### config.mk
export PLATFORM = sky130hd
export DESIGN_NAME = lcd_escape_text_formatter
export DESIGN_NICKNAME = d
export VERILOG_FILES = /design/src/hw/rtl/lcdf_pkg.sv /design/src/hw/rtl/lcd_escape_text_formatter.sv /design/src/hw/rtl/lcdf_datapath.sv /design/src/hw/rtl/lcdf_ctrl.sv
export VERILOG_INCLUDE_DIRS = /design/src /design/src/hw/rtl
export SDC_FILE = /design/constraint.sdc
export NUM_CORES = 1
export LEC_CHECK = 0
export ABC_AREA = 1
export BUFFER_PORTS_ARGS = -buffer_cell sky130_fd_sc_hd__buf_4
export CAP_MARGIN = 5
export CORE_ASPECT_RATIO = 1.2
export CORE_MARGIN = 3
export CORE_UTILIZATION = 45
export DETAILED_ROUTE_END_ITERATION = 8
export PLACE_DENSITY = 0.71
export SYNTH_ARGS = -nofsm -noshare
export SYNTH_HDL_FRONTEND = slang
export SYNTH_SLANG_ARGS = --single-unit
### constraint.sdc
create_clock -name clock -period 2.9 [get_ports clock]
set_clock_uncertainty 0.2 [all_clocks]
set_input_delay 0.29 -clock clock [delete_from_list [all_inputs] [get_ports clock]]
set_output_delay 0.29 -clock clock [all_outputs]
set_load 0.02 [all_outputs]
### src/hw/rtl/assert_macros.svh
// Assertion helpers shared by the RTL.
`ifndef ASSERT_MACROS_SVH
`define ASSERT_MACROS_SVH

// Check a property at every rising clock edge outside reset.
`define ASSERT_CLK(label, clk, rst, prop) \
   label: assert property (@(posedge clk) disable iff (rst) (prop)) \
      else $error("assertion failed");

// Check that a condition never holds outside reset.
`define ASSERT_NEVER(label, clk, rst, cond) \
   label: assert property (@(posedge clk) disable iff (rst) !(cond)) \
      else $error("forbidden condition seen");

`endif

### src/hw/rtl/lcdf_pkg.sv
package lcdf_pkg;

   // Display geometry
   localparam int CHARS_PER_LINE = 16;
   localparam int COL_W          = 5;

   // Display commands and characters
   localparam logic [7:0] CMD_LINE1 = 8'h80;
   localparam logic [7:0] CMD_LINE2 = 8'hC0;
   localparam logic [7:0] CH_ESC    = 8'h5C;
   localparam logic [7:0] CH_NL     = 8'h6E;
   localparam logic [7:0] CH_DEG    = 8'h64;
   localparam logic [7:0] CH_LEFT   = 8'h6C;
   localparam logic [7:0] CH_RIGHT  = 8'h72;
   localparam logic [7:0] CH_SPACE  = 8'h20;

   // Glyph register reset values
   localparam logic [7:0] DEGREE_RST = 8'd223;
   localparam logic [7:0] LEFT_RST   = 8'd127;
   localparam logic [7:0] RIGHT_RST  = 8'd126;

   // Register indexes on the configuration port
   localparam logic [1:0] REG_DEGREE = 2'd0;
   localparam logic [1:0] REG_LEFT   = 2'd1;
   localparam logic [1:0] REG_RIGHT  = 2'd2;

   // Input kinds
   localparam logic KIND_CHAR = 1'b0;
   localparam logic KIND_END  = 1'b1;

   // Decoded work for one item
   localparam logic [1:0] ACT_NONE = 2'd0;
   localparam logic [1:0] ACT_SEND = 2'd1;
   localparam logic [1:0] ACT_NL   = 2'd2;
   localparam logic [1:0] ACT_END  = 2'd3;

   // Byte source for one display write
   localparam logic [1:0] SEL_LINE1 = 2'd0;
   localparam logic [1:0] SEL_LINE2 = 2'd1;
   localparam logic [1:0] SEL_SPACE = 2'd2;
   localparam logic [1:0] SEL_BYTE  = 2'd3;

   typedef struct packed {
      logic       kind;
      logic [7:0] text_char;
   } req_type;

   typedef struct packed {
      logic       reg_select;
      logic [7:0] bus_byte;
      logic       run_last;
   } rsp_type;

   typedef struct packed {
      logic       load;
      logic       emit;
      logic [1:0] sel;
      logic       last;
      logic       col_inc;
      logic       col_clr;
      logic       set_second;
      logic       end_string;
   } cmd_type;

   typedef struct packed {
      logic       out_free;
      logic       started;
      logic       second;
      logic       col_full;
      logic       col_last;
      logic [1:0] in_act;
      logic [1:0] act;
   } status_type;

endpackage

### src/hw/rtl/lcd_escape_text_formatter.sv
// Two-line character display formatter: each accepted req_ transaction (a text
// character or an end-of-string mark) produces zero to 2*CHARS_PER_LINE+2 display
// writes on rsp_, the last one flagged by run_last. Backslash escapes select a
// newline or one of three glyph codes held in registers at byte addresses 0, 4 and 8
// of the APB port. One item is processed at a time: the block accepts an item while
// idle and then issues one display write per cycle while the output register is
// free, and padding runs after a newline or end mark hold the input for up to
// 2*CHARS_PER_LINE+2 writes. The single output register sets this pace; a stalled
// rsp_ready stalls the write sequencer, while a finished result may wait in the
// output register as the next item is taken.
module lcd_escape_text_formatter (
   input  logic              clock,
   input  logic              reset,
   input  logic              req_valid,
   output logic              req_ready,
   input  lcdf_pkg::req_type req_payload,
   output logic              rsp_valid,
   input  logic              rsp_ready,
   output lcdf_pkg::rsp_type rsp_payload,
   input  logic              psel,
   input  logic              penable,
   input  logic              pwrite,
   input  logic [3:0]        paddr,
   input  logic [31:0]       pwdata,
   output logic [31:0]       prdata,
   output logic              pready
);

   lcdf_pkg::cmd_type    cmd;
   lcdf_pkg::status_type status;

   assign pready = 1'b1;

   // Write sequencer
   lcdf_ctrl u_ctrl (
      .clock     (clock),
      .reset     (reset),
      .req_valid (req_valid),
      .req_ready (req_ready),
      .status    (status),
      .cmd       (cmd)
   );

   // String state, glyph registers and output register
   lcdf_datapath u_datapath (
      .clock       (clock),
      .reset       (reset),
      .req_payload (req_payload),
      .rsp_valid   (rsp_valid),
      .rsp_ready   (rsp_ready),
      .rsp_payload (rsp_payload),
      .psel        (psel),
      .penable     (penable),
      .pwrite      (pwrite),
      .paddr       (paddr),
      .pwdata      (pwdata),
      .prdata      (prdata),
      .cmd         (cmd),
      .status      (status)
   );

endmodule

### src/hw/rtl/lcdf_datapath.sv
module lcdf_datapath (
   input  logic                 clock,
   input  logic                 reset,
   input  lcdf_pkg::req_type    req_payload,
   output logic                 rsp_valid,
   input  logic                 rsp_ready,
   output lcdf_pkg::rsp_type    rsp_payload,
   input  logic                 psel,
   input  logic                 penable,
   input  logic                 pwrite,
   input  logic [3:0]           paddr,
   input  logic [31:0]          pwdata,
   output logic [31:0]          prdata,
   input  lcdf_pkg::cmd_type    cmd,
   output lcdf_pkg::status_type status
);

   logic [7:0]                  degree_ff, degree_in;
   logic [7:0]                  left_ff, left_in;
   logic [7:0]                  right_ff, right_in;
   logic                        started_ff, started_in;
   logic                        esc_ff, esc_in;
   logic                        second_ff, second_in;
   logic [lcdf_pkg::COL_W-1:0]  col_ff, col_in;
   logic [1:0]                  act_ff, act_in;
   logic [7:0]                  byte_ff, byte_in;
   logic                        rsp_valid_ff, rsp_valid_in;
   lcdf_pkg::rsp_type           rsp_ff, rsp_in;
   logic                        eff_esc;
   logic                        eff_second;
   logic [1:0]                  in_act;
   logic [7:0]                  in_byte;
   logic                        csr_write;

   // Write glyph registers
   assign csr_write = psel & penable & pwrite;

   always_comb begin
      degree_in = degree_ff;
      left_in   = left_ff;
      right_in  = right_ff;
      if (csr_write) begin
         case (paddr[3:2])
            lcdf_pkg::REG_DEGREE: degree_in = pwdata[7:0];
            lcdf_pkg::REG_LEFT:   left_in   = pwdata[7:0];
            lcdf_pkg::REG_RIGHT:  right_in  = pwdata[7:0];
            default: ;
         endcase
      end
   end

   // Read back glyph registers
   always_comb begin
      case (paddr[3:2])
         lcdf_pkg::REG_DEGREE: prdata = {24'd0, degree_ff};
         lcdf_pkg::REG_LEFT:   prdata = {24'd0, left_ff};
         lcdf_pkg::REG_RIGHT:  prdata = {24'd0, right_ff};
         default:              prdata = 32'd0;
      endcase
   end

   // Decode the incoming item against the state it will see
   assign eff_esc    = started_ff & esc_ff;
   assign eff_second = started_ff & second_ff;

   always_comb begin
      in_act  = lcdf_pkg::ACT_NONE;
      in_byte = req_payload.text_char;
      if (req_payload.kind == lcdf_pkg::KIND_END) begin
         in_act = lcdf_pkg::ACT_END;
      end else if (eff_esc) begin
         case (req_payload.text_char)
            lcdf_pkg::CH_NL:    in_act = lcdf_pkg::ACT_NL;
            lcdf_pkg::CH_DEG: begin
               in_act  = lcdf_pkg::ACT_SEND;
               in_byte = degree_ff;
            end
            lcdf_pkg::CH_LEFT: begin
               in_act  = lcdf_pkg::ACT_SEND;
               in_byte = left_ff;
            end
            lcdf_pkg::CH_RIGHT: begin
               in_act  = lcdf_pkg::ACT_SEND;
               in_byte = right_ff;
            end
            default:            in_act = lcdf_pkg::ACT_NONE;
         endcase
      end else if (req_payload.text_char != lcdf_pkg::CH_ESC) begin
         in_act = lcdf_pkg::ACT_SEND;
      end
   end

   // Update string state
   always_comb begin
      started_in = started_ff;
      esc_in     = esc_ff;
      second_in  = second_ff;
      col_in     = col_ff;
      act_in     = act_ff;
      byte_in    = byte_ff;
      if (cmd.load) begin
         started_in = 1'b1;
         esc_in     = (req_payload.kind == lcdf_pkg::KIND_CHAR) && !eff_esc &&
                      (req_payload.text_char == lcdf_pkg::CH_ESC);
         second_in  = eff_second;
         col_in     = started_ff ? col_ff : '0;
         act_in     = in_act;
         byte_in    = in_byte;
      end
      if (cmd.emit) begin
         if (cmd.col_clr) begin
            col_in = '0;
         end else if (cmd.col_inc) begin
            col_in = col_ff + 1'b1;
         end
         if (cmd.set_second) begin
            second_in = 1'b1;
         end
      end
      if (cmd.end_string) begin
         started_in = 1'b0;
         esc_in     = 1'b0;
         second_in  = 1'b0;
         col_in     = '0;
      end
   end

   // Output register: hold until the transaction completes
   always_comb begin
      rsp_valid_in = rsp_valid_ff;
      rsp_in       = rsp_ff;
      if (cmd.emit) begin
         rsp_valid_in     = 1'b1;
         rsp_in.run_last  = cmd.last;
         case (cmd.sel)
            lcdf_pkg::SEL_LINE1: begin
               rsp_in.reg_select = 1'b0;
               rsp_in.bus_byte   = lcdf_pkg::CMD_LINE1;
            end
            lcdf_pkg::SEL_LINE2: begin
               rsp_in.reg_select = 1'b0;
               rsp_in.bus_byte   = lcdf_pkg::CMD_LINE2;
            end
            lcdf_pkg::SEL_SPACE: begin
               rsp_in.reg_select = 1'b1;
               rsp_in.bus_byte   = lcdf_pkg::CH_SPACE;
            end
            default: begin
               rsp_in.reg_select = 1'b1;
               rsp_in.bus_byte   = byte_ff;
            end
         endcase
      end else if (rsp_ready) begin
         rsp_valid_in = 1'b0;
      end
   end

   always_ff @(posedge clock) begin
      if (reset) begin
         degree_ff    <= lcdf_pkg::DEGREE_RST;
         left_ff      <= lcdf_pkg::LEFT_RST;
         right_ff     <= lcdf_pkg::RIGHT_RST;
         started_ff   <= 1'b0;
         esc_ff       <= 1'b0;
         second_ff    <= 1'b0;
         col_ff       <= '0;
         rsp_valid_ff <= 1'b0;
      end else begin
         degree_ff    <= degree_in;
         left_ff      <= left_in;
         right_ff     <= right_in;
         started_ff   <= started_in;
         esc_ff       <= esc_in;
         second_ff    <= second_in;
         col_ff       <= col_in;
         rsp_valid_ff <= rsp_valid_in;
      end
   end

   always_ff @(posedge clock) begin
      act_ff  <= act_in;
      byte_ff <= byte_in;
      rsp_ff  <= rsp_in;
   end

   // Status back to the controller
   assign status.out_free = !rsp_valid_ff || rsp_ready;
   assign status.started  = started_ff;
   assign status.second   = second_ff;
   assign status.col_full = col_ff >= lcdf_pkg::COL_W'(lcdf_pkg::CHARS_PER_LINE);
   assign status.col_last = col_ff == lcdf_pkg::COL_W'(lcdf_pkg::CHARS_PER_LINE - 1);
   assign status.in_act   = in_act;
   assign status.act      = act_ff;

   assign rsp_valid   = rsp_valid_ff;
   assign rsp_payload = rsp_ff;

endmodule

### src/hw/rtl/lcdf_ctrl.sv
`include "assert_macros.svh"

module lcdf_ctrl (
   input  logic                 clock,
   input  logic                 reset,
   input  logic                 req_valid,
   output logic                 req_ready,
   input  lcdf_pkg::status_type status,
   output lcdf_pkg::cmd_type    cmd
);

   localparam logic [2:0] S_IDLE = 3'd0;
   localparam logic [2:0] S_HEAD = 3'd1;
   localparam logic [2:0] S_PAD  = 3'd2;
   localparam logic [2:0] S_CMD2 = 3'd3;
   localparam logic [2:0] S_SEND = 3'd4;

   logic [2:0] state_ff, state_in;
   logic [2:0] after;

   // Pick the first write state for a decoded item
   function automatic logic [2:0] dispatch(logic [1:0] act, logic col_full, logic second);
      logic [2:0] nxt;
      nxt = S_IDLE;
      case (act)
         lcdf_pkg::ACT_END: begin
            if (!col_full) begin
               nxt = S_PAD;
            end else if (!second) begin
               nxt = S_CMD2;
            end
         end
         lcdf_pkg::ACT_NL: begin
            if (!second) begin
               nxt = col_full ? S_CMD2 : S_PAD;
            end
         end
         lcdf_pkg::ACT_SEND: nxt = col_full ? S_IDLE : S_SEND;
         default:            nxt = S_IDLE;
      endcase
      return nxt;
   endfunction

   always_comb begin
      cmd      = '0;
      state_in = state_ff;
      after    = state_ff;
      case (state_ff)
         S_IDLE: begin
            if (req_valid) begin
               cmd.load = 1'b1;
               state_in = status.started ?
                          dispatch(status.in_act, status.col_full, status.second) : S_HEAD;
               cmd.end_string = status.started && (state_in == S_IDLE) &&
                                (status.in_act == lcdf_pkg::ACT_END);
            end
         end
         S_HEAD: begin
            cmd.sel = lcdf_pkg::SEL_LINE1;
            after   = dispatch(status.act, status.col_full, status.second);
         end
         S_PAD: begin
            cmd.sel     = lcdf_pkg::SEL_SPACE;
            cmd.col_inc = 1'b1;
            if (status.col_last) begin
               after = (status.act == lcdf_pkg::ACT_END && status.second) ? S_IDLE : S_CMD2;
            end else begin
               after = S_PAD;
            end
         end
         S_CMD2: begin
            cmd.sel        = lcdf_pkg::SEL_LINE2;
            cmd.col_clr    = 1'b1;
            cmd.set_second = 1'b1;
            after          = (status.act == lcdf_pkg::ACT_END) ? S_PAD : S_IDLE;
         end
         S_SEND: begin
            cmd.sel     = lcdf_pkg::SEL_BYTE;
            cmd.col_inc = 1'b1;
            after       = S_IDLE;
         end
         default: begin
            state_in = S_IDLE;
         end
      endcase

      // Emit one write when the output register frees up
      if (state_ff != S_IDLE && state_ff <= S_SEND && status.out_free) begin
         cmd.emit       = 1'b1;
         cmd.last       = (after == S_IDLE);
         cmd.end_string = (after == S_IDLE) && (status.act == lcdf_pkg::ACT_END);
         state_in       = after;
      end
   end

   always_ff @(posedge clock) begin
      if (reset) begin
         state_ff <= S_IDLE;
      end else begin
         state_ff <= state_in;
      end
   end

   assign req_ready = (state_ff == S_IDLE);

   `ASSERT_CLK(a_emit_needs_room, clock, reset, cmd.emit |-> status.out_free)
   `ASSERT_CLK(a_busy_in_string, clock, reset, (state_ff != S_IDLE) |-> status.started)
   `ASSERT_NEVER(a_pad_past_line, clock, reset,
                 (state_ff == S_PAD || state_ff == S_SEND) && status.col_full)
   `ASSERT_NEVER(a_line2_twice, clock, reset, (state_ff == S_CMD2) && status.second)

endmodule

After elaboration in Yosys (flattened, before gate mapping) --
Cells that the tools add are included.
Operators by class: add/sub/neg operators 1, multipliers 0, divide/modulo/power cells 0, magnitude comparators 2, equal/unequal tests 23, shifts and indexed selects 0, multiplexer cells 45, bitwise operators 5, reduce and logical (&&, ||, !) cells 26
Operators with widths (number):
- one-hot mux 8 bit (3 select lines) | 2
- == test 8 x 7 -> 1 bit, second input constant | 5
- 2-to-1 mux 3 bit | 9
- one-hot mux 9 bit (3 select lines) | 1
- 2-to-1 mux 5 bit | 5
- one-hot mux 3 bit (3 select lines) | 2
- 2-to-1 mux 8 bit | 2
- 2-to-1 mux 1 bit | 14
- == test 2 bit, second input constant | 6
- 2-to-1 mux 2 bit | 6
- one-hot mux 3 bit (4 select lines) | 1
- logical NOT 3 bit | 3
- == test 2 x 1 -> 1 bit, second input constant | 4
- logical AND 1 bit | 8
- != test 8 x 7 -> 1 bit, second input constant | 1
- AND reduction 2 bit | 4
- == test 3 x 2 -> 1 bit, second input constant | 2
- one-hot mux 2 bit (3 select lines) | 1
- one-hot mux 3 bit (2 select lines) | 1
- adder 5 x 1 -> 5 bit, second input constant | 1
- == test 5 x 4 -> 1 bit, second input constant | 1
- >= comparator 5 bit, second input constant | 1
- bitwise AND 1 bit | 4
- logical NOT 2 bit | 2
- other kinds (14) | 16
Word-level totals: flip-flop bits (word level) 56, latch bits 0, bits in writable memories 0, memory bits (read-only) 0, output and inout bits 45, memories kept 0

Logic depth before layout (Yosys ltp) --
Gate-level depths: netlist of the first run.
depth after elaboration 17, gate-level depth with buffers 14, depth with buffers taken out 13

Hierarchy --
A second synthesis of the first run with hierarchy kept.
Second synthesis, totals: cell total of the unflattened synthesis 454, area, all modules 3273.1 um^2
Modules (own cells, without submodules):
- lcdf_datapath | instances 1, cells each 360, area each 2777.7 um^2, sequential area each 1261.2 um^2
- lcdf_ctrl | instances 1, cells each 92, area each 484.2 um^2, sequential area each 60.1 um^2
- lcd_escape_text_formatter | instances 1, cells each 2, area each 11.3 um^2, sequential area each 0.0 um^2

Worst setup path before layout of the first run --
Ideal clock, no wire load.
kind flip-flop to flip-flop, from register u_ctrl.state_ff[0], to register u_datapath.col_ff[2] (netlist bit), library setup time 63 ps, arrival 1829 ps, data required time 2637 ps, setup slack 808 ps, stages on the path, launching flop included 10, clock period less this slack 2092 ps, path through dfxtp_1 > nor2_1 > ha_1 > inv_1 > a21oi_2 > buf_2 > nand2_1 > o21ai_0 > o211ai_1 > nor2_2
RTL lines:
- start: declaration | RTL line lcdf_ctrl.sv:18 | logic [2:0] state_ff, state_in;
- start signal: assignment | RTL line lcdf_ctrl.sv:100 | state_ff <= state_in;
- end signal: assignment | RTL line lcdf_datapath.sv:175 | col_ff <= col_in;
- end: declaration | RTL line lcdf_datapath.sv:24 | logic [lcdf_pkg::COL_W-1:0] col_ff, col_in;

Worst setup path in the final report of the first run --
from register u_ctrl.state_ff[0], to register u_datapath.col_ff[1] (netlist bit)
Between the ends: cells in the longest elaborated chain, start to end 6
Ends and longest elaborated chain:
- == test 3 bit (tied with other cells) | RTL line lcdf_ctrl.sv:48 | case (state_ff)
- one-hot mux 3 bit (4 select lines) (tied with other cells) | RTL line lcdf_ctrl.sv:48
- logical NOT 3 bit (tied with other cells) | RTL line lcdf_ctrl.sv:91 | cmd.end_string = (after == S_IDLE) && (status.act == lcdf_pkg::ACT_END);
- logical AND 1 bit / 2-to-1 mux 5 bit (equally long branches) | RTL line lcdf_ctrl.sv:91, lcdf_datapath.sv:113
- 2-to-1 mux 1 bit / 2-to-1 mux 5 bit (equally long branches) | RTL line lcdf_ctrl.sv:88, lcdf_datapath.sv:111
- OR reduction 2 bit (no line) / 2-to-1 mux 5 bit (equally long branches)
Several ways; a longest one is shown, not always the timed one. A chain may end at the register's enable or synchronous reset.

==> results of run 1 <==
==> final cells by class <==
type / count / area [um2]
clock buffers: 5 / 68.82
multi-input cells: 282 / 1481
well taps: 87 / 108.9
inverters: 67 / 251.5
repair buffers: 57 / 445.4
fillers: 664 / 3149
flip-flops and latches: 56 / 1321
clock inverters: 3 / 27.53
==> per-layer routing <==
layer / vias to the layer above / global-route usage, % / wire length [um]
met2: 66 / 30.37 / 3433
met3: 7 / 3.207 / 314
met1: 1252 / 21.15 / 2916
li1: 1414 / - / -
met4: 0 / 5.535 / 93
met5: - / 0 / 0
==> power groups by stage <==
stage / Combinational [W] / Sequential (W) / Clock [W]
2_1_floorplan: 0.000753 / 0.00122 / 0
3_3_place_gp: 0.00115 / 0.00113 / 0
3_5_place_dp: 0.00118 / 0.00113 / 0
4_1_cts: 0.00119 / 0.00112 / 0.000466
5_1_grt: 0.00134 / 0.00113 / 0.000502
6_report: 0.00119 / 0.00111 / 0.000452
==> state kept, by name (all words and copies together), names as in the netlist <==
signal	cells
u_ctrl.state_ff	3
u_datapath.col_ff	5
u_datapath.left_ff	8
u_datapath.esc_ff	1
u_datapath.right_ff	8
u_datapath.second_ff	1
u_datapath.act_ff	2
u_datapath.rsp_payload	10
u_datapath.degree_ff	8
u_datapath.started_ff	1
u_datapath.byte_ff	8
u_datapath.rsp_valid	1
==> per-stage QoR <==
| step | util, % | hold slack (ns) | area [um2] |
|---|---|---|---|
| final | 54.05 | 0.007168 | 3705 |
| after global placement | 51.62 | 0.2658 | 3538 |
| after global routing | 54.05 | 0.01169 | 3705 |
| after detailed placement | 51.62 | 0.2720 | 3538 |
| after CTS | 54.05 | 0.0002570 | 3705 |
| after floorplan | - | 0.1591 | 3281 |
==> placed cells by master, fill, tap and decap left out, types with 2 or more instances in the layout <==
cell           synthesis  layout
nand2_1               89      89
inv_1                 61      61
buf_4                 25      50
dfxtp_1               36      36
nor2_1                30      30
nand3_1               29      29
conb_1                 2      25
edfxtp_1              20      20
o211ai_1              17      17
a21oi_1               16      16
o221ai_1              13      13
nor2_2                13      13
o21ai_0               13      13
nand2_2               10      10
dlygate4sd3_1          0       7
inv_2                  5       5
ha_1                   5       5
clkbuf_8               0       5
nand4_1                3       3
o21a_1                 2       2
nand2_4                2       2
nor3_1                 2       2
o22ai_1                2       2
nor3_2                 2       2
==> tightest hold or removal path, stage by stage <==
cell     delay [ns]
buf_4          0.10
nand2_1        0.05
nand3_1        0.06
==> worst max path at each step <==
stage | from | slack (ns) | cells past startpoint | endpoint
3_3_place_gp | u_ctrl.state_ff[0]$_SDFFE_PP0P_ | 0.61 | 9 | u_datapath.col_ff[1]$_SDFF_PP0_
6_report | u_ctrl.state_ff[0]$_SDFFE_PP0P_ | 0.58 | 9 | u_datapath.col_ff[1]$_SDFF_PP0_
2_1_floorplan | u_ctrl.state_ff[0]$_SDFFE_PP0P_ | 0.81 | 9 | u_datapath.col_ff[2]$_SDFF_PP0_
3_5_place_dp | u_ctrl.state_ff[0]$_SDFFE_PP0P_ | 0.59 | 9 | u_datapath.col_ff[1]$_SDFF_PP0_
5_1_grt | u_ctrl.state_ff[0]$_SDFFE_PP0P_ | 0.39 | 8 | u_ctrl.state_ff[1]$_SDFFE_PP0P_
4_1_cts | u_ctrl.state_ff[0]$_SDFFE_PP0P_ | 0.57 | 9 | u_datapath.col_ff[1]$_SDFF_PP0_
==> cell families (layout without fill, tap and decap cells) <==
logic type / count (synthesis) / in the layout
flip-flops: 56 / 56
AND/OR/NAND/NOR: 184 / 184
AO/OA/AOI/OAI: 67 / 67
other: 2 / 25
adder cells (fa/ha/maj): 5 / 5
XOR/XNOR: 1 / 1
buffers and inverters: 99 / 132
==> flow_summary.ini, run 1 <==
[detailed_routing]
wire_per_inst_um = 12.13
drtIter0Drc = 124
antenna_left = 0
vias = 2739
first_pass_iters = 4
drc_errors = 0
wirelength_um = 6757
avgViaCountPerCell = 4.917

[floorplanning]
coreArea_mm2 = 0.006854
row_count = 33
die-area_mm2 = 0.008150
die_w_um = 82.91
fp.dieH_um = 98.30
start_util_pct = 46.60
io_pins = 97

[synth]
synth_compound_area_share_pct = 14.26
synth_area_per_cell_um2 = 7.716
synthSimpleGateAreaFrac_pct = 26.95
synthAdderAreaFrac_pct = 1.958
synth_area_leaders = dfxtp_1 23%, edfxtp_1 19%, nand2_1 10%, inv_1 7.2%, buf_4 5.9%
synth_xor_area_share_pct = 0.2742
yosys-mux-area-fraction_pct = 0
yosys_warnings = 0
synth_top_area_share_pct = 22.56
synth.most_common_cell = nand2_1
synth_edf_count = 20
synth_top_family_by_area = simple AND/OR/NAND/NOR gates
synth_flop_cell = dfxtp_1
synth.distinct_cells = 35
yosys.area.top_type = dfxtp_1
synthCells = 414
synthArstFlopShare_pct = 0
synth_area_mm2 = 0.003194
ys_ff_latch = 56
seq_area_frac_synth_pct = 41.36
ys_top_cells_by_count = 89 x nand2_1, 61 x inv_1, 36 x dfxtp_1

[setup_path]
crit_chain = nor2_1 -> ha_1 -> inv_1 -> a21oi_2 -> inv_1 -> nor2_1 -> inv_1 -> o211ai_1 -> nor2_2
crit_required_ns = 2.92
reg2reg_slack_ns = 0.58
arrival_ns = 2.35
crit_type = reg -> reg
crit_fanout = 13
timing.rr.start = u_ctrl.state_ff[0]$_SDFFE_PP0P_
cpLargestDelayFamily = compound AO/OA/AOI/OAI gates
critPathCaptureType = flip-flop
cp-start-kind = flip-flop
crit_path_frequent_cell = inv_1
timing.critical_path.buf_inv = 3
r2r_end = u_datapath.col_ff[1]$_SDFF_PP0_
reg2reg_depth = 9
critPathSlowestCell = dfxtp_1
max_stage_delay_ns = 0.50

[placement]
dp_hpwl_um = 5254
place_inst = 542
numPortBuffers = 45
dp_slack_ns = 0.5866
place_congestion = 0.8260

[timing]
slew_violations = 0
relSlewSlack_pct = 60.96
period_share_pct = 80.09
worst_pin_slew_ns = 0.5857
fin_tns_setup_ns = 0
finalWorstSetupSlack_ns = 0.5773
rsz0062_at_grt = no
setup_violations = 0
hold_viol = 0
clock.fmax_mhz = 430.5
min_period_ns = 2.323

[power]
seq_power_share_pct = 40.5
combPwrFrac_pct = 43.1
total_power_w = 0.002752
clock_power_share_pct = 16.4
p_sw_w = 0.001139
leakagePower_nw = 1.755
power_density_mw_per_mm2 = 742.9
peakVddDrop_mv = 0.3801
intPower_w = 0.001613
swShare_pct = 41.40

[clock_network]
cts_buffers = 5
root_buffer = clkbuf_8
clk_path_buf_depth = 2
clkTransAtPathRegs_ns = 0.11
cts.sinks = 56
ctsResizeCount = 0
clock_latency_ns = 0.32
cts_tree = done
cts_setup_buffers = 0
h-tree-depth = 2
cts_hold_buf = 7

[final_layout]
area_growth_pct = 15.98
final_layout_size_suffix_gt1_share_pct = 20.43
final_cells = 557
nets = 526
diodes = 0

[grt]
antenna_found_initial = 0
grt_pass1_wl_um = 11780
grt_pass1_vias = 2602
track_usage_pct = 17.21
grt_overflow = 0
grt_max_degree = 28

[worst_hold_path]
hp-start = pwdata[3]
holdPathStages = 3
hold_end = u_datapath.degree_ff[3]$_SDFFE_PP1P_
hold_path_class = in -> reg

[run]
max-cap-violations = 0

[status]
outcome = finished clean
(Power assumes the default switching activity.)
==> run 2, diff against run 1 <==
==> constraint.sdc (replaced) <==
create_clock -name clock -period 2.42 [get_ports clock]
set_clock_uncertainty 0.2 [all_clocks]
set_input_delay 0.242 -clock clock [delete_from_list [all_inputs] [get_ports clock]]
set_output_delay 0.242 -clock clock [all_outputs]
set_load 0.02 [all_outputs]
==> run 2 against run 1 <==
Cell area is 1.4% higher. Core utilization increased by 0.77 points. Fmax rose by 11%. Count of clock-buffer cells in the layout did not move. Die area unchanged. Clock power rose by 20%. Largest cell class unchanged.
==> flow_summary.ini, run 2 (synthesized netlist as in run 1, its figures left out) <==
[timing]
clock.fmax_mhz = 476.7
finalWorstSetupSlack_ns = 0.3221
slew_violations = 0
setup_violations = 0
worst_pin_slew_ns = 0.6901
hold_viol = 0
relSlewSlack_pct = 53.71
period_share_pct = 86.69
hold-worst-slack_ns = 0.04071
rsz0062_at_grt = no
min_period_ns = 2.098
fin_tns_setup_ns = 0

[grt]
grt_pass1_vias = 2553
grt_pass1_wl_um = 11540
grt_max_degree = 28
grt_overflow = 0
antenna_found_initial = 0
track_usage_pct = 16.84

[power]
clock_power_share_pct = 16.2
leakagePower_nw = 1.784
p_sw_w = 0.001368
combPwrFrac_pct = 44.3
power_density_mw_per_mm2 = 890.3
intPower_w = 0.001978
seq_power_share_pct = 39.5
peakVddDrop_mv = 0.4414
swShare_pct = 40.88

[detailed_routing]
first_pass_iters = 5
drc_errors = 0
wirelength_um = 6721
avgViaCountPerCell = 4.833
vias = 2721
wire_per_inst_um = 11.94
antenna_left = 0
drtIter0Drc = 161

[setup_path]
arrival_ns = 2.11
critPathCaptureType = flip-flop
crit_fanout = 8
cp-start-kind = flip-flop
crit_required_ns = 2.44
reg2reg_depth = 9
crit_type = reg -> reg

[clock_network]
cts.sinks = 56
h-tree-depth = 2
clkTransAtPathRegs_ns = 0.11
clk_path_buf_depth = 2
root_buffer = clkbuf_8
cts_hold_buf = 10
ctsResizeCount = 0
cts_tree = done
clock_latency_ns = 0.31
cts_setup_buffers = 0
cts_buffers = 5

[placement]
numPortBuffers = 45
place_congestion = 0.8157
dp_hpwl_um = 5195
dp_slack_ns = 0.3439

[run]
max-cap-violations = 0

[floorplanning]
die_w_um = 82.91
coreArea_mm2 = 0.006854
die-area_mm2 = 0.008150
start_util_pct = 46.60
row_count = 33
fp.dieH_um = 98.30
io_pins = 97

[worst_hold_path]
hold_path_class = in -> reg
holdPathStages = 3

[final_layout]
final_common_cell = nand2_1
nets = 532
diodes = 0
finalCoreUtilization_pct = 54.82
seq_area_mm2 = 0.001321
area_growth_pct = 17.63
multi_input_area_mm2 = 0.001481
final_cell_mix = 89 x nand2_1, 61 x inv_1, 53 x buf_4
final_layout_size_suffix_gt1_share_pct = 20.80
n_fill_cell = 663
largest_reg_flops = 10

[status]
outcome = finished clean
## run 2: changes by cell type in the layout (fill, tap and decap cells not counted)
cell	change
dlygate4sd3_1	+3
buf_4	+3
## run 2: final cells by class
| class | count | share of cell area (%) |
|---|---|---|
| Timing Repair Buffer | 63 | 13.25 |
| Inverter | 67 | 6.693 |
| Clock inverter | 3 | 0.7326 |
| Tap cell | 87 | 2.897 |
| Sequential cell | 56 | 35.16 |
| Multi-Input combinational cell | 282 | 39.43 |
| Clock buffer | 5 | 1.832 |
## run 2: routing by layer
metal	share of wire [%]	up-vias	GRT usage, %
met3	5.1	11	3.207
li1	-	1425	-
met5	0	-	0
met2	51	69	29.38
met4	1.7	0	4.528
met1	42	1216	21.31
## run 2: path summary, 6_finish.rpt
path	end	slack, ns	start
setup / recovery	u_datapath.col_ff[1]$_SDFF_PP0_	0.32	u_ctrl.state_ff[1]$_SDFFE_PP0P_
hold / removal	u_datapath.byte_ff[7]$_DFFE_PP_	0.04	req_payload[7]
setup reg to reg	u_datapath.col_ff[1]$_SDFF_PP0_	0.32	u_ctrl.state_ff[1]$_SDFFE_PP0P_
hold reg to reg	u_datapath.degree_ff[1]$_SDFFE_PP1P_	0.29	u_datapath.degree_ff[1]$_SDFFE_PP1P_
## run 2: critical path: stages (launching register included)
cell and delay [ns]:
dfxtp_1 0.45, nor2_1 0.10, ha_1 0.28, inv_1 0.05, a21oi_2 0.31, inv_1 0.16, nor2_1 0.17, inv_1 0.10
o211ai_1 0.13, nor2_2 0.06
## run 2: through the flow
stage	std cells	area (um2)	total power (W)
5_1_grt	563	3757	0.003612
3_3_place_gp	545	3561	0.002777
3_5_place_dp	545	3561	0.002804
2_1_floorplan	437	3281	0.002366
6_report	563	3757	0.003345
4_1_cts	563	3757	0.003375
## run 2: power by group through the flow
| stage | clock, W | sequential [W] | combinational, W |
|---|---|---|---|
| CTS | 0.000564 | 0.00132 | 0.00149 |
| finish | 0.000541 | 0.00132 | 0.00148 |
| floorplan | 0 | 0.00146 | 0.000902 |
| detailed placement | 0 | 0.00135 | 0.00146 |
| global placement | 0 | 0.00134 | 0.00143 |
| global route | 0.000604 | 0.00134 | 0.00166 |
==> run 3, diff against run 2 <==
--- a/config.mk
+++ b/config.mk
@@ -10,10 +10,10 @@
 export BUFFER_PORTS_ARGS = -buffer_cell sky130_fd_sc_hd__buf_4
 export CAP_MARGIN = 5
 export CORE_ASPECT_RATIO = 1.2
-export CORE_MARGIN = 3
-export CORE_UTILIZATION = 45
+export CORE_MARGIN = 2
+export CORE_UTILIZATION = 50
 export DETAILED_ROUTE_END_ITERATION = 8
-export PLACE_DENSITY = 0.71
+export PLACE_DENSITY = 0.78
 export SYNTH_ARGS = -nofsm -noshare
 export SYNTH_HDL_FRONTEND = slang
 export SYNTH_SLANG_ARGS = --single-unit
==> run 3 against run 2 <==
Core utilization rose by 6.8 points. Count of clock-buffer cells in the layout unchanged. Critical endpoint is now u_datapath.col_ff[2]$_SDFF_PP0_. Critical path type unchanged. Largest power group unchanged. Largest cell class unchanged. Highest routed layer unchanged. Fmax fell by 0.64%.
==> flow_summary.ini, run 3 (synthesized netlist as in run 1, its figures left out) <==
[clock_network]
root_buffer = clkbuf_8
cts.sinks = 56
clk_path_buf_depth = 2
clkTransAtPathRegs_ns = 0.10
cts_buffers = 5
cts_tree = done
h-tree-depth = 2
clock_latency_ns = 0.32
cts_setup_buffers = 0

[floorplanning]
coreArea_mm2 = 0.006090
die-area_mm2 = 0.007047
fp.dieH_um = 91.56
die_w_um = 76.97
row_count = 31
io_pins = 97
start_util_pct = 52.46

[timing]
finalWorstSetupSlack_ns = 0.3086
hold-worst-slack_ns = 0.04429
clock.fmax_mhz = 473.6
setup_violations = 0
rsz0062_at_grt = no
worst_pin_slew_ns = 0.7002
fin_tns_setup_ns = 0
min_period_ns = 2.111
period_share_pct = 87.25
slew_violations = 0
hold_viol = 0
relSlewSlack_pct = 53.03

[final_layout]
finalCoreUtilization_pct = 61.64
largest_reg_flops = 10
final_layout_size_suffix_gt1_share_pct = 20.96
final_common_cell = nand2_1
diodes = 0
area_growth_pct = 17.51
nets = 533
final_cell_mix = 89 x nand2_1, 61 x inv_1, 54 x buf_4

[power]
peakVddDrop_mv = 0.4710
leakagePower_nw = 1.788
total_power_w = 0.003319
power_density_mw_per_mm2 = 884.2

[detailed_routing]
wirelength_um = 6533
wire_per_inst_um = 11.69
first_pass_iters = 4
drc_errors = 0
vias = 2778
antenna_left = 0
avgViaCountPerCell = 4.970
drtIter0Drc = 138

[status]
outcome = finished clean

[setup_path]
cp-start-kind = flip-flop
critPathCaptureType = flip-flop
crit_required_ns = 2.48
arrival_ns = 2.18
crit_type = reg -> reg
crit_fanout = 8

[grt]
grt_pass1_vias = 2567
track_usage_pct = 19.68
antenna_found_initial = 0
grt_overflow = 0
grt_pass1_wl_um = 11230
grt_max_degree = 28

[placement]
dp_hpwl_um = 5082
dp_slack_ns = 0.3600
place_congestion = 0.8488
numPortBuffers = 45

[worst_hold_path]
hold_path_class = in -> reg

[run]
max-cap-violations = 0
[run 3: final cells by class]
cell class,instances,area [um2]
inverter,67,251.5
sequential,56,1321
fill,558,2336
multi-input combinational,282,1481
tap,82,102.6
timing repair buffer,64,505.5
clock buffer,5,68.82
clock inverter,3,22.52
[run 3: routing by layer]
metal	vias to the layer above	share of wire, %	track usage (%)
met5	-	0	0
met1	1262	43	23.61
met3	9	4.3	3.678
li1	1431	-	-
met2	76	51	34.36
met4	0	1.6	8.030
[run 3: worst paths after layout]
| kind | from | end | slack [ns] | cells past startpoint |
|---|---|---|---|---|
| setup / recovery | u_ctrl.state_ff[1]$_SDFFE_PP0P_ | u_datapath.col_ff[2]$_SDFF_PP0_ | 0.31 | 8 |
| hold / removal | req_payload[7] | u_datapath.byte_ff[7]$_DFFE_PP_ | 0.04 | 3 |
| setup reg to reg | u_ctrl.state_ff[1]$_SDFFE_PP0P_ | u_datapath.col_ff[2]$_SDFF_PP0_ | 0.31 | 8 |
| hold reg to reg | u_datapath.degree_ff[2]$_SDFFE_PP1P_ | u_datapath.degree_ff[2]$_SDFFE_PP1P_ | 0.30 | 2 |
[run 3: critical path, cell delays in order, from the launching register on]
cell      delay, ns
dfxtp_1        0.45
nor2_1         0.10
ha_1           0.27
inv_1          0.05
a21oi_2        0.31
nand2_1        0.19
o21ai_0        0.25
o211ai_1       0.14
nor2_2         0.11
[run 3: stage by stage]
step	cell area [um2]	cells
floorplan	3281	437
global placement	3562	541
detailed placement	3562	541
CTS	3754	559
global route	3754	559
finish	3754	559
[run 3: power by group]
part / switching, W / leakage (nW) / internal (W) / total (W)
logic: 0.000951 / 1.26 / 0.000529 / 0.00148
clock network: 0.000309 / 0.0447 / 0.000207 / 0.000516
registers: 0.0000886 / 0.482 / 0.00123 / 0.00132
total: 0.00135 / 1.79 / 0.00197 / 0.00332
[run 3: timing repair]
item	4_1_cts	5_1_grt
endpoints found under the hold margin	23	0
gates resized for setup	0	0
endpoints found under the setup margin	0	0
hold buffers	10	0
